**config.mk**
```make
export PLATFORM = sky130hd
export DESIGN_NAME = beep_pattern_generator
export DESIGN_NICKNAME = d
export VERILOG_FILES = /design/src/rtl/core/bpg_pkg.sv /design/src/rtl/core/bpg_cfg.sv /design/src/rtl/core/bpg_engine.sv /design/src/rtl/core/beep_pattern_generator.sv
export SDC_FILE = /design/constraint.sdc
export NUM_CORES = 1
export LEC_CHECK = 0
export BUFFER_PORTS_ARGS = -buffer_cell sky130_fd_sc_hd__buf_2
export CORE_UTILIZATION = 62
export CTS_BUF_LIST = sky130_fd_sc_hd__clkbuf_2
export DETAILED_ROUTE_END_ITERATION = 7
export PLACE_DENSITY = 0.95
export SYNTH_ARGS = -nofsm -noshare
export SYNTH_HDL_FRONTEND = slang
export SYNTH_SLANG_ARGS = --single-unit
```
**constraint.sdc**
```tcl
create_clock -name clk_i -period 9.3 [get_ports clk_i]
set_input_delay 0.465 -clock clk_i [delete_from_list [all_inputs] [get_ports clk_i]]
set_output_delay 0.465 -clock clk_i [all_outputs]
set_load 0.01 [all_outputs]
```
**src/rtl/core/bpg_pkg.sv**
```systemverilog
`timescale 1ns / 1ps
// ----------------------------------------------------------------------------
// bpg_pkg: shared types and constants
// Transfer formats, configuration bundle and fixed values of the beep
// pattern generator.
// ----------------------------------------------------------------------------
package bpg_pkg;

  localparam int unsigned ApbAddrBits = 3;
  localparam int unsigned ApbDataBits = 32;

  localparam logic REG_ENABLE  = 1'b0;
  localparam logic REG_LOCKOUT = 1'b1;

  localparam logic REQ_TICK  = 1'b0;
  localparam logic REQ_START = 1'b1;

  localparam logic [7:0] LOCKOUT_RESET    = 8'd100;
  localparam logic [7:0] SINCE_MAX        = 8'hFF;
  localparam int unsigned DefaultDuration = 80;

  typedef struct packed {
    logic        req_type;
    logic [7:0]  beep_count;
    logic [15:0] on_time_ms;
    logic [15:0] off_time_ms;
  } in_item_t;

  typedef struct packed {
    logic buzzer_level;
    logic pattern_active;
    logic start_accepted;
  } out_item_t;

  typedef struct packed {
    logic       enable;
    logic [7:0] lockout_ms;
    logic       clear;
  } cfg_t;

endpackage

```
**src/rtl/core/bpg_cfg.sv**
```systemverilog
`timescale 1ns / 1ps
// ----------------------------------------------------------------------------
// bpg_cfg: configuration registers
// APB-style register file holding the enable and the start lockout time.
// Raises a one-cycle clear when the enable is written to zero.
// ----------------------------------------------------------------------------
module bpg_cfg (
  input  logic                                 clk_i,
  input  logic                                 rst_ni,
  input  logic                                 psel,
  input  logic                                 penable,
  input  logic                                 pwrite,
  input  logic [bpg_pkg::ApbAddrBits-1:0]      paddr,
  input  logic [bpg_pkg::ApbDataBits-1:0]      pwdata,
  output logic [bpg_pkg::ApbDataBits-1:0]      prdata,
  output logic                                 pready,
  output bpg_pkg::cfg_t                        cfg_o
);

  logic       enable_q, enable_d;
  logic [7:0] lockout_q, lockout_d;
  logic       wr_en;
  logic       reg_sel;

  assign pready  = 1'b1;
  assign wr_en   = psel & penable & pwrite;
  assign reg_sel = paddr[2];

  always_comb begin
    enable_d  = enable_q;
    lockout_d = lockout_q;
    if (wr_en) begin
      unique case (reg_sel)
        bpg_pkg::REG_ENABLE:  enable_d  = pwdata[0];
        bpg_pkg::REG_LOCKOUT: lockout_d = pwdata[7:0];
        default: ;
      endcase
    end
  end

  always_ff @(posedge clk_i or negedge rst_ni) begin
    if (!rst_ni) begin
      enable_q  <= 1'b0;
      lockout_q <= bpg_pkg::LOCKOUT_RESET;
    end else begin
      enable_q  <= enable_d;
      lockout_q <= lockout_d;
    end
  end

  always_comb begin
    unique case (reg_sel)
      bpg_pkg::REG_ENABLE:  prdata = {{(bpg_pkg::ApbDataBits-1){1'b0}}, enable_q};
      bpg_pkg::REG_LOCKOUT: prdata = {{(bpg_pkg::ApbDataBits-8){1'b0}}, lockout_q};
      default:              prdata = '0;
    endcase
  end

  assign cfg_o.enable     = enable_q;
  assign cfg_o.lockout_ms = lockout_q;
  assign cfg_o.clear      = wr_en & (reg_sel == bpg_pkg::REG_ENABLE) & ~pwdata[0];

endmodule

```
**src/rtl/core/bpg_engine.sv**
```systemverilog
`timescale 1ns / 1ps
// ----------------------------------------------------------------------------
// bpg_engine: pattern state and single-pass update
// Holds the beep counter, phase, phase timer, lockout counter and held
// durations, and computes one result per item from the current state.
// ----------------------------------------------------------------------------
module bpg_engine #(
  parameter int unsigned DURATION_BITS = 16,
  parameter int unsigned COUNT_BITS    = 8
) (
  input  logic               clk_i,
  input  logic               rst_ni,
  input  bpg_pkg::cfg_t      cfg_i,
  input  logic               fire_i,
  input  bpg_pkg::in_item_t  item_i,
  output bpg_pkg::out_item_t result_o
);

  logic [COUNT_BITS-1:0]    beeps_q, beeps_d;
  logic                     phase_on_q, phase_on_d;
  logic [DURATION_BITS-1:0] wait_q, wait_d;
  logic [7:0]               since_q, since_d;
  logic [DURATION_BITS-1:0] held_on_q, held_on_d;
  logic [DURATION_BITS-1:0] held_off_q, held_off_d;

  logic [COUNT_BITS-1:0]    req_count;
  logic [DURATION_BITS-1:0] req_on;
  logic [DURATION_BITS-1:0] req_off;
  logic [DURATION_BITS-1:0] wait_dec;
  logic [COUNT_BITS-1:0]    beeps_dec;
  logic                     accepted;

  assign req_count = COUNT_BITS'(item_i.beep_count);
  assign req_on    = DURATION_BITS'(item_i.on_time_ms);
  assign req_off   = DURATION_BITS'(item_i.off_time_ms);
  assign wait_dec  = (wait_q != '0) ? wait_q - DURATION_BITS'(1) : '0;
  assign beeps_dec = beeps_q - COUNT_BITS'(1);

  always_comb begin
    beeps_d    = beeps_q;
    phase_on_d = phase_on_q;
    wait_d     = wait_q;
    since_d    = since_q;
    held_on_d  = held_on_q;
    held_off_d = held_off_q;
    accepted   = 1'b0;
    if (cfg_i.clear) begin
      beeps_d    = '0;
      phase_on_d = 1'b0;
      wait_d     = '0;
    end else if (fire_i) begin
      if (item_i.req_type == bpg_pkg::REQ_TICK) begin
        if (since_q != bpg_pkg::SINCE_MAX) begin
          since_d = since_q + 8'd1;
        end
        if (cfg_i.enable && (beeps_q != '0)) begin
          if (wait_dec != '0) begin
            wait_d = wait_dec;
          end else if (phase_on_q) begin
            phase_on_d = 1'b0;
            beeps_d    = beeps_dec;
            wait_d     = (beeps_dec != '0) ? held_off_q : '0;
          end else begin
            phase_on_d = 1'b1;
            wait_d     = held_on_q;
          end
        end
      end else if (cfg_i.enable && (req_count != '0) && (since_q >= cfg_i.lockout_ms)) begin
        accepted   = 1'b1;
        since_d    = '0;
        held_on_d  = req_on;
        held_off_d = req_off;
        beeps_d    = req_count;
        phase_on_d = 1'b0;
        wait_d     = '0;
      end
    end
  end

  always_ff @(posedge clk_i or negedge rst_ni) begin
    if (!rst_ni) begin
      beeps_q    <= '0;
      phase_on_q <= 1'b0;
      wait_q     <= '0;
      since_q    <= '0;
      held_on_q  <= DURATION_BITS'(bpg_pkg::DefaultDuration);
      held_off_q <= DURATION_BITS'(bpg_pkg::DefaultDuration);
    end else begin
      beeps_q    <= beeps_d;
      phase_on_q <= phase_on_d;
      wait_q     <= wait_d;
      since_q    <= since_d;
      held_on_q  <= held_on_d;
      held_off_q <= held_off_d;
    end
  end

  assign result_o.buzzer_level   = phase_on_d;
  assign result_o.pattern_active = (beeps_d != '0);
  assign result_o.start_accepted = accepted;

endmodule

```
**src/rtl/core/beep_pattern_generator.sv**
```systemverilog
`timescale 1ns / 1ps
// ----------------------------------------------------------------------------
// beep_pattern_generator: buzzer beep pattern generator
// Takes millisecond ticks and start requests, drives the buzzer level and
// returns one result transfer per input transfer.
//
//   channel  direction  handshake                  payload
//   in       input      in_valid_i / in_stall_o    in_item_i  (in_item_t)
//   out      output     out_valid_o / out_stall_i  out_item_o (out_item_t)
//   config   input      APB write/read             paddr, pwdata, prdata
//
// An input transfer lands in the input register, and its result is then
// written to the output register; one item per cycle while out_stall_i is low.
// The state update sits between the input register and the output register.
// A stalled result holds the output register; the input register still
// takes one more transfer, after which in_stall_o follows out_stall_i.
// Reset clears both valid flags and the pattern state; no clearing pass.
// ----------------------------------------------------------------------------
module beep_pattern_generator #(
  parameter int unsigned DURATION_BITS = 16,
  parameter int unsigned COUNT_BITS    = 8
) (
  input  logic                            clk_i,
  input  logic                            rst_ni,
  input  logic                            in_valid_i,
  output logic                            in_stall_o,
  input  bpg_pkg::in_item_t               in_item_i,
  output logic                            out_valid_o,
  input  logic                            out_stall_i,
  output bpg_pkg::out_item_t              out_item_o,
  input  logic                            psel,
  input  logic                            penable,
  input  logic                            pwrite,
  input  logic [bpg_pkg::ApbAddrBits-1:0] paddr,
  input  logic [bpg_pkg::ApbDataBits-1:0] pwdata,
  output logic [bpg_pkg::ApbDataBits-1:0] prdata,
  output logic                            pready
);

  bpg_pkg::cfg_t      cfg;
  bpg_pkg::in_item_t  s1_item_q;
  logic               s1_valid_q, s1_valid_d;
  bpg_pkg::out_item_t out_item_q;
  bpg_pkg::out_item_t result;
  logic               out_valid_q, out_valid_d;
  logic               advance;
  logic               load_s1;

  bpg_cfg u_cfg (
    .clk_i   (clk_i),
    .rst_ni  (rst_ni),
    .psel    (psel),
    .penable (penable),
    .pwrite  (pwrite),
    .paddr   (paddr),
    .pwdata  (pwdata),
    .prdata  (prdata),
    .pready  (pready),
    .cfg_o   (cfg)
  );

  assign advance    = s1_valid_q & (~out_valid_q | ~out_stall_i);
  assign in_stall_o = s1_valid_q & ~advance;
  assign load_s1    = in_valid_i & ~in_stall_o;

  bpg_engine #(
    .DURATION_BITS (DURATION_BITS),
    .COUNT_BITS    (COUNT_BITS)
  ) u_engine (
    .clk_i    (clk_i),
    .rst_ni   (rst_ni),
    .cfg_i    (cfg),
    .fire_i   (advance),
    .item_i   (s1_item_q),
    .result_o (result)
  );

  always_comb begin
    s1_valid_d = s1_valid_q;
    if (advance) begin
      s1_valid_d = 1'b0;
    end
    if (load_s1) begin
      s1_valid_d = 1'b1;
    end
    out_valid_d = out_valid_q;
    if (out_valid_q && !out_stall_i) begin
      out_valid_d = 1'b0;
    end
    if (advance) begin
      out_valid_d = 1'b1;
    end
  end

  always_ff @(posedge clk_i or negedge rst_ni) begin
    if (!rst_ni) begin
      s1_valid_q  <= 1'b0;
      out_valid_q <= 1'b0;
    end else begin
      s1_valid_q  <= s1_valid_d;
      out_valid_q <= out_valid_d;
    end
  end

  always_ff @(posedge clk_i) begin
    if (load_s1) begin
      s1_item_q <= in_item_i;
    end
    if (advance) begin
      out_item_q <= result;
    end
  end

  assign out_valid_o = out_valid_q;
  assign out_item_o  = out_item_q;

endmodule
```
==> flow_metrics.tcl, run 1 <==
set metrics [dict create \
    outcome "complete, no violations" \
    vias_per_cell 6.542 \
    critPathMaxStageDelay_ns 1.02 \
    cts.path.max_buffers 2 \
    grt_pass1_vias 5015 \
    powerDensity_nw_per_um2 273.5 \
    finalPower_uw 1960 \
    reg2reg_to "out_item_o[1]" \
    crit_chain "nor4_2, nand2_1, o21a_1, and4_4, and2_1, a211oi_1, o2bb2ai_1, nor4_1, or4b_1" \
    cpMaxStageDelayCell "nor4_2" \
    final.setup.tns_ns 0 \
    path_class "reg2reg" \
    synth.avg_cell_area_um2 11.46 \
    synth-edff-count 44 \
    initial_core_util_pct 64.82 \
    finish.net_count 745 \
    clkTransAtPathRegs_ns 0.22 \
    cp.arrival_ns 4.78 \
    ant_nets 0 \
    leakage_uw 0.003066 \
    final_cell_mix "69 x buf_2, 69 x dfrtp_1, 50 x dlygate4sd3_1" \
    finalSetupViolations 0 \
    yosysSeqAreaShare_pct 53.20 \
    rr_startpoint "u_engine.wait_q[4]" \
    dr.pass1.iters 6 \
    num_rows 35 \
    crit_fanout 13 \
    finalWirelength_um 17720 \
    rsz0062_at_grt "false" \
    r2r_setup_slack_ns 4.99 \
    clkLatencyLatePin_ns 0.71 \
    cp-end-kind "flip-flop" \
    r2r_cells 9 \
    cts.sinks 120 \
    post-route-drc-count 0 \
    worst_slew_pin_slew_ns 1.131 \
    antenna_found_initial 2 \
    vias 5181 \
    die_area_um2 10200 \
    ys_seq_elements 120 \
    routedWlPerCell_um 22.38 \
    io-pin-count 121 \
    finalHoldViolations 0 \
    relSlewSlack_pct 23.97 \
    holdPathStages 2 \
    grt_max_degree 77 \
    routabilityCongestion 0.9634 \
    io_buffers 69 \
    initialDrtViolationCount 730 \
    numCtsBuffers 17 \
    async_reset_ff_share_pct 63.33 \
    core_area_um2 9371 \
    cap_violations 0 \
    required_ns 9.77 \
    cp-start-kind "flip-flop" \
    hold_path_class "in2reg" \
    dpl.hpwl_um 9537 \
    drive_above_1_share_pct 26.02 \
    die_w_um 101.0 \
    ir_drop_mv 0.2372 \
    area_delta_synth_final_pct 17.96 \
    fp.dieH_um 101.0 \
    cts_tree "built" \
    clock-root-buffer "clkbuf_2" \
    ys.flop_type "dfrtp_1" \
    syn_area_um2 6075 \
    slew_viol_final 0 \
    min_period_ns 4.308 \
    cts_htree_levels 4 \
    cts_resized 0 \
    crit_end "out_item_o[1]" \
    grt_pass1_wl_um 27540 \
    grt.total_usage_pct 37.35 \
    clock-skew-final_ns 0.04595 \
    cp-startpoint "u_engine.wait_q[4]" \
    post-route-period-util_pct 46.32 \
    fmax_mhz 232.1 \
    ys_types 64 \
    ys_warn_count 0 \
    grt_overflow 0 \
    synthCells 530 \
]
-- metrics by stage --
| step | utilization (%) | std cells | worst slack [ns] | hold slack [ns] | instance area, um2 |
|---|---|---|---|---|---|
| floorplan | - | 553 | 6.073 | 0.1694 | 6161 |
| global placement | 68.52 | 708 | 5.481 | 0.4601 | 6421 |
| detailed placement | 68.52 | 708 | 5.304 | 0.4654 | 6421 |
| CTS | 76.41 | 790 | 5.252 | 0.004130 | 7161 |
| global route | 76.46 | 792 | 4.920 | 0.006033 | 7166 |
| finish | 76.46 | 792 | 4.992 | 0.04937 | 7166 |
-- cell families (layout without fill, tap and decap cells) --
group,count (synthesis),after routing,synth area share (%)
AND/OR/NAND/NOR,149,149,14.07
flip-flops,120,120,53.20
AO/OA/AOI/OAI,119,119,13.72
buffers and inverters,71,179,6.282
multiplexers,45,45,8.280
adder cells (fa/ha/maj),14,14,2.884
XOR/XNOR,10,10,1.442
other,2,27,0.1236
-- how the worst min path moves through the flow --
stage	end	start	slack, ns
after floorplan	out_valid_o	rst_ni	0.17
after global placement	u_engine.held_off_q[6]	s1_item_q[6]	0.46
after detailed placement	u_engine.held_on_q[3]	s1_item_q[19]	0.47
after CTS	out_valid_o	out_stall_i	0.004
after global routing	u_cfg.lockout_q[0]	pwdata[0]	0.006
final	u_cfg.enable_q	pwdata[0]	0.05
-- area by class of cell --
cell class,instances,area (um2)
Tap cell,129,161.4
Timing Repair Buffer,124,883.3
Clock buffer,17,85.08
Multi-Input combinational cell,362,2559
Sequential cell,120,3232
Inverter,23,86.33
Clock inverter,15,153.9
Fill cell,533,2206
Antenna cell,2,5.005
-- critical path: cells and delay by family, from the launching register on --
kind	cells	cell delay, ns
flops	1	0.55
compound gates	3	0.88
simple gates	6	2.66
-- report_power, final --
part           total [uW]  switching (uW)  leakage (uW)  internal [uW]
clock network         356             248      0.000143            108
registers             838             154       0.00140            684
logic                 766             438       0.00153            328
-- flip-flops by register name (all words and copies together) (netlist names) --
register,count
out_item_o,3
out_valid_o,1
s1_item_q,41
s1_valid_q,1
u_cfg.enable_q,1
u_cfg.lockout_q,8
u_engine.beeps_q,8
u_engine.held_off_q,16
u_engine.held_on_q,16
u_engine.phase_on_q,1
u_engine.since_q,8
u_engine.wait_q,16
-- timing repair --
item	4_1_cts	5_1_grt
setup buffers	0	0
endpoints found under the hold margin	62	0
hold buffers	50	0
-- synthesized netlist by cell type (5+ instances only) --
master | count | share of area (%)
inv_1 | 22 | 1.4
nand4_1 | 11 | 1.1
a31oi_1 | 9 | 0.93
nand3_1 | 11 | 0.91
nand2_1 | 24 | 1.5
a22o_1 | 15 | 2.2
xnor2_1 | 6 | 0.87
and2_1 | 12 | 1.2
o22ai_1 | 8 | 0.82
o21ai_0 | 25 | 2.1
a21oi_1 | 16 | 1.3
buf_4 | 27 | 3.3
nor4_1 | 8 | 0.82
clkbuf_1 | 12 | 0.74
dfstp_2 | 7 | 3.0
buf_2 | 5 | 0.41
a221oi_1 | 5 | 0.72
nor3_1 | 19 | 1.6
nor2_1 | 27 | 1.7
dfrtp_1 | 69 | 28
a22oi_1 | 12 | 1.5
mux2_2 | 42 | 7.8
edfxtp_1 | 44 | 22
ha_1 | 14 | 2.9
or3_1 | 5 | 0.51
-- per-layer routing --
layer | global-route usage [%] | part of all wire [%]
met5 | 0 | 0
met2 | 61.54 | 48
met3 | 8.252 | 9.8
met1 | 45.85 | 36
met4 | 20.96 | 6.1
Note: power is estimated with default switching activity, not from simulation.
==> run 2, diff against run 1 <==
--- a/config.mk
+++ b/config.mk
@@ -6,10 +6,10 @@
 export NUM_CORES = 1
 export LEC_CHECK = 0
 export BUFFER_PORTS_ARGS = -buffer_cell sky130_fd_sc_hd__buf_2
-export CORE_UTILIZATION = 62
+export CORE_UTILIZATION = 57
 export CTS_BUF_LIST = sky130_fd_sc_hd__clkbuf_2
 export DETAILED_ROUTE_END_ITERATION = 7
-export PLACE_DENSITY = 0.95
+export PLACE_DENSITY = 0.9
 export SYNTH_ARGS = -nofsm -noshare
 export SYNTH_HDL_FRONTEND = slang
 export SYNTH_SLANG_ARGS = --single-unit
==> constraint.sdc (replaced) <==
create_clock -name clk_i -period 4.42 [get_ports clk_i]
set_input_delay 0.221 -clock clk_i [delete_from_list [all_inputs] [get_ports clk_i]]
set_output_delay 0.221 -clock clk_i [all_outputs]
set_load 0.01 [all_outputs]
==> run 2 against run 1 <==
The run now ends with DRC left. Non-clock buffer count grew 8. Worst hold slack gained 0.033 ns. Final area grew 1.3%. Critical path type unchanged. Clock power grew 120%. Fmax grew 11%. Largest power group unchanged. Cell count grew 1.6%. Via count shrank 3.7%. Clock-buffer cell count grew 1. Sequential cell count is the same. Total power grew 110%.
==> flow_metrics.tcl, run 2 (synthesized netlist as in run 1, its figures left out) <==
set metrics [dict create \
    clock-skew-final_ns 0.06252 \
    min_period_ns 3.880 \
    core_area_um2 10320 \
    utilization_pct 70.31 \
    largest_register "s1_item_q" \
    clock-root-buffer "clkbuf_2" \
    power.internal_uw 2423 \
    finalWirelength_um 16250 \
    die_area_um2 11070 \
    hold_path_class "in2async" \
    rsz0062_at_grt "false" \
    drive_above_1_share_pct 26.16 \
    io_buffers 69 \
    fmax_mhz 257.7 \
    vias_per_cell 6.198 \
    final.setup.tns_ns 0 \
    post-route-period-util_pct 87.78 \
    placed_cell_area_um2 6452 \
    power_frac_comb_pct 38.6 \
    area_delta_synth_final_pct 19.49 \
    io-pin-count 121 \
    cts_htree_levels 4 \
    finalPower_uw 4116 \
    num_rows 37 \
    final_area_um2 7258 \
    clkTransAtPathRegs_ns 0.25 \
    antenna_cells 0 \
    failed_checks "DRC" \
    routedWlPerCell_um 20.19 \
    outcome "finished with violations" \
    dr.pass1.iters 8 \
    ir_drop_mv 0.3327 \
    required_ns 4.90 \
    ant_nets 0 \
    grt_overflow 0 \
    fin_ws_ns 0.5401 \
    relSlewSlack_pct 32.58 \
    nFillCells 704 \
    path_class "reg2reg" \
    cp-end-kind "flip-flop" \
    die_w_um 105.2 \
    clock_power_share_pct 18.9 \
    crit_family "compound AO/OA/AOI/OAI gates" \
    cp-start-kind "flip-flop" \
    routabilityCongestion 0.9271 \
    pre_cts_slack_ns 0.6505 \
    finalSetupViolations 0 \
    finalHoldViolations 0 \
    cts.sinks 120 \
    vias 4989 \
    crit_fanout 8 \
    critPathBufInv 1 \
    numCtsBuffers 17 \
    post-route-drc-count 1 \
    slew_viol_final 0 \
    grt_pass1_wl_um 25790 \
    largest_register_ffs 41 \
    switching_share_pct 41.13 \
    initial_core_util_pct 58.84 \
    seqPwrFrac_pct 42.5 \
    worst_slew_pin_slew_ns 1.011 \
    final_cell_mix "69 x buf_2, 69 x dfrtp_1, 55 x dlygate4sd3_1" \
    cts.path.max_buffers 2 \
    p_switching_uw 1693 \
    dpl.hpwl_um 9278 \
    initialDrtViolationCount 458 \
    cap_violations 0 \
    cts_tree "built" \
    finish.net_count 753 \
    powerDensity_nw_per_um2 567.0 \
    grt_max_degree 44 \
    grt_pass1_vias 4960 \
    cts_resized 0 \
    fp.dieH_um 105.2 \
    clkLatencyLatePin_ns 0.74 \
    cts_setup_buffers 0 \
    antenna_found_initial 0 \
    grt.total_usage_pct 30.81 \
    cp.arrival_ns 4.36 \
    crit_chain "inv_1, ha_1, nand2b_1, a2111oi_0, o31ai_1, nand3_1, o311ai_0, o22ai_1, nor4_1, or4b_1" \
    leakage_uw 0.003110 \
    critPathMaxStageDelay_ns 0.68 \
    cpMaxStageDelayCell "o31ai_1" \
]
-- run 2: worst paths after layout --
check / startpoint / end / slack (ns) / cells after the start
max: u_engine.since_q[0] / out_item_o[1] / 0.54 / 10
min: rst_ni / u_engine.held_off_q[0] / 0.08 / 2
max reg2reg: u_engine.since_q[0] / out_item_o[1] / 0.54 / 10
min reg2reg: s1_item_q[11] / u_engine.held_off_q[11] / 0.50 / 1
max in group asynchronous: rst_ni / u_cfg.lockout_q[2] / 3.20 / 3
min in group clk_i: penable / out_item_o[0] / 0.16 / 5
-- run 2: area by class of cell --
| class | instances | area [um2] | area share (%) |
|---|---|---|---|
| tap | 136 | 170.2 | 2.344 |
| timing repair buffer | 132 | 955.9 | 13.17 |
| multi-input combinational | 362 | 2559 | 35.25 |
| inverter | 23 | 86.33 | 1.189 |
| sequential | 120 | 3232 | 44.53 |
| clock buffer | 18 | 90.09 | 1.241 |
| clock inverter | 14 | 165.2 | 2.275 |
-- run 2: power by group through the flow --
stage,logic (uW),clock network (uW),registers [uW]
after global placement,1440,0,1720
after detailed placement,1490,0,1740
after CTS,1530,762,1720
final,1590,777,1750
after floorplan,1240,0,1610
after global routing,1710,822,1780
-- run 2: routing by layer --
| layer | GRT usage (%) | vias to the layer above | part of all wire (%) |
|---|---|---|---|
| li1 | - | 2193 | - |
| met2 | 52.35 | 302 | 51 |
| met5 | 0 | - | 0 |
| met3 | 6.308 | 69 | 7.2 |
| met1 | 37.11 | 2425 | 38 |
| met4 | 16.00 | 0 | 4.4 |
-- run 2: per-stage QoR --
stage	hold WS [ns]	cells
after floorplan	-0.07459	553
after global placement	0.3307	718
after detailed placement	0.3398	718
after CTS	0.06810	805
after global routing	0.1266	805
final	0.08251	805
-- run 2: timing repair --
| item | in CTS | in global routing |
|---|---|---|
| hold endpoints to repair | 86 | 0 |
| hold buffers | 55 | 0 |
| endpoints found under the setup margin | 0 | 0 |
==> run 3, diff against run 2 <==
--- a/config.mk
+++ b/config.mk
@@ -6,10 +6,11 @@
 export NUM_CORES = 1
 export LEC_CHECK = 0
 export BUFFER_PORTS_ARGS = -buffer_cell sky130_fd_sc_hd__buf_2
+export CORE_ASPECT_RATIO = 0.9
 export CORE_UTILIZATION = 57
 export CTS_BUF_LIST = sky130_fd_sc_hd__clkbuf_2
 export DETAILED_ROUTE_END_ITERATION = 7
-export PLACE_DENSITY = 0.9
+export PLACE_DENSITY_LB_ADDON = 0.05
 export SYNTH_ARGS = -nofsm -noshare
 export SYNTH_HDL_FRONTEND = slang
 export SYNTH_SLANG_ARGS = --single-unit
==> run 3 against run 2 <==
The run still ends with DRC left. Final area fell by 0.76%. Clock skew shrank 0.030 ns. Total power is 4.7% lower. Fmax grew 0.61%. Clock power decreased by 19%. Via count shrank 5.0%. Clock-buffer cell count unchanged. Non-clock buffer count stayed put. Sequential cell count is the same. Setup slack improved by 0.023 ns. Sequential share of layout area increased by 0.34 points. Critical endpoint unchanged.
==> flow_metrics.tcl, run 3 (synthesized netlist as in run 1, its figures left out) <==
set metrics [dict create \
    cts_tree "built" \
    largest_register "s1_item_q" \
    die_w_um 110.8 \
    hold_path_class "in2reg" \
    initial_core_util_pct 59.03 \
    io-pin-count 121 \
    ir_drop_mv 0.3811 \
    cp-start-kind "flip-flop" \
    drive_above_1_share_pct 26.01 \
    vias_per_cell 5.939 \
    final_cell_mix "69 x dfrtp_1, 68 x buf_2, 56 x dlygate4sd3_1" \
    post-route-drc-count 5 \
    numCtsBuffers 17 \
    cts.sinks 120 \
    die_area_um2 11070 \
    core_area_um2 10290 \
    finalWirelength_um 14190 \
    top_layer_used "met4" \
    vias 4739 \
    rsz0062_at_grt "false" \
    dpl.hpwl_um 9043 \
    clock-root-buffer "clkbuf_2" \
    worst_hold_slack_ns 0.1616 \
    cts.path.max_buffers 2 \
    fp.dieH_um 99.94 \
    path_class "reg2reg" \
    ant_nets 0 \
    clkTransAtPathRegs_ns 0.21 \
    fmax_mhz 259.3 \
    routabilityCongestion 0.9262 \
    grt_overflow 0 \
    cts_htree_levels 4 \
    relSlewSlack_pct 33.50 \
    initialDrtViolationCount 319 \
    finalPower_uw 3922 \
    final.setup.tns_ns 0 \
    dr.pass1.iters 8 \
    min_period_ns 3.856 \
    finalSetupViolations 0 \
    area_delta_synth_final_pct 18.58 \
    leakage_uw 0.003084 \
    cp-end-kind "flip-flop" \
    required_ns 4.86 \
    clkLatencyLatePin_ns 0.67 \
    cap_violations 0 \
    post-route-period-util_pct 87.25 \
    worst_slew_pin_slew_ns 0.9976 \
    grt_pass1_vias 4480 \
    cts_setup_buffers 0 \
    largest_register_ffs 41 \
    utilization_pct 69.99 \
    num_rows 35 \
    finish.net_count 753 \
    antenna_found_initial 0 \
    dr_wl_met2_um 6560 \
    finalHoldViolations 0 \
    crit_fanout 8 \
    met3WireLength_um 988 \
    routedWlPerCell_um 17.78 \
    powerDensity_nw_per_um2 544.5 \
    grt_max_degree 77 \
    clock-skew-final_ns 0.03244 \
    grt.total_usage_pct 26.38 \
    grt_pass1_wl_um 22560 \
    outcome "finished with violations" \
    drt-met1-wl_um 6366 \
    layout_commonest_cell "dfrtp_1" \
    failed_checks "DRC" \
    slew_viol_final 0 \
    io_buffers 69 \
    cp.arrival_ns 4.29 \
    antenna_cells 0 \
]
[run 3: cell count changes in the layout (fill, tap and decap cells not counted)]
cell           delta
inv_6             +1
buf_2             -1
clkinvlp_4        +1
clkinv_2          +2
clkinv_4          -2
dlygate4sd3_1     +1
bufinv_16         -2
[run 3: final timing paths]
| path | start | endpoint | cells past startpoint | slack [ns] |
|---|---|---|---|---|
| max reg2reg | u_cfg.lockout_q[2] | out_item_o[1] | 10 | 0.56 |
| min reg2reg | s1_item_q[2] | u_engine.held_off_q[2] | 1 | 0.48 |
| min | pwrite | out_item_o[0] | 5 | 0.16 |
| min in group asynchronous | rst_ni | u_engine.beeps_q[0] | 2 | 0.17 |
| max in group asynchronous | rst_ni | u_engine.since_q[7] | 2 | 3.52 |
| max | u_cfg.lockout_q[2] | out_item_o[1] | 10 | 0.56 |
[run 3: power breakdown]
part,internal (uW),switching [uW],total (uW)
sequential,1440,289,1730
clock,162,469,631
combinational,705,861,1570
[run 3: layout make-up]
| cell class | count | area (um2) |
|---|---|---|
| Inverter | 23 | 86.33 |
| Tap cell | 129 | 161.4 |
| Multi-Input combinational cell | 362 | 2559 |
| Clock inverter | 14 | 113.9 |
| Fill cell | 742 | 3088 |
| Sequential cell | 120 | 3232 |
| Clock buffer | 18 | 90.09 |
| Timing Repair Buffer | 132 | 960.9 |
[run 3: per-stage QoR]
stage	std cells	area [um2]	worst slack, ns
2_1_floorplan	553	6161	1.193
3_3_place_gp	710	6439	0.6695
3_5_place_dp	710	6439	0.6405
4_1_cts	798	7203	0.6010
5_1_grt	798	7203	0.2932
6_report	798	7203	0.5635
[run 3: critical path: stages (launching register included)]
cell and delay, ns:
dfstp_2 0.59, inv_1 0.04, ha_1 0.26, or2_2 0.09, a31oi_1 0.07, o31ai_1 0.72
nand3_1 0.44, o311ai_0 0.42, o22ai_1 0.21, nor4_1 0.31, or4b_1 0.45
[run 3: timing repair]
action                    in CTS  in global routing
hold buffers                  56                  0
resized for setup              0                  0
hold endpoints to repair     121                  0
[run 3: metal layers]
layer,GRT usage (%),vias to the layer above
met2,41.52,228
li1,-,2204
met1,36.61,2283
met5,0,-
met4,9.641,0
met3,5.435,24
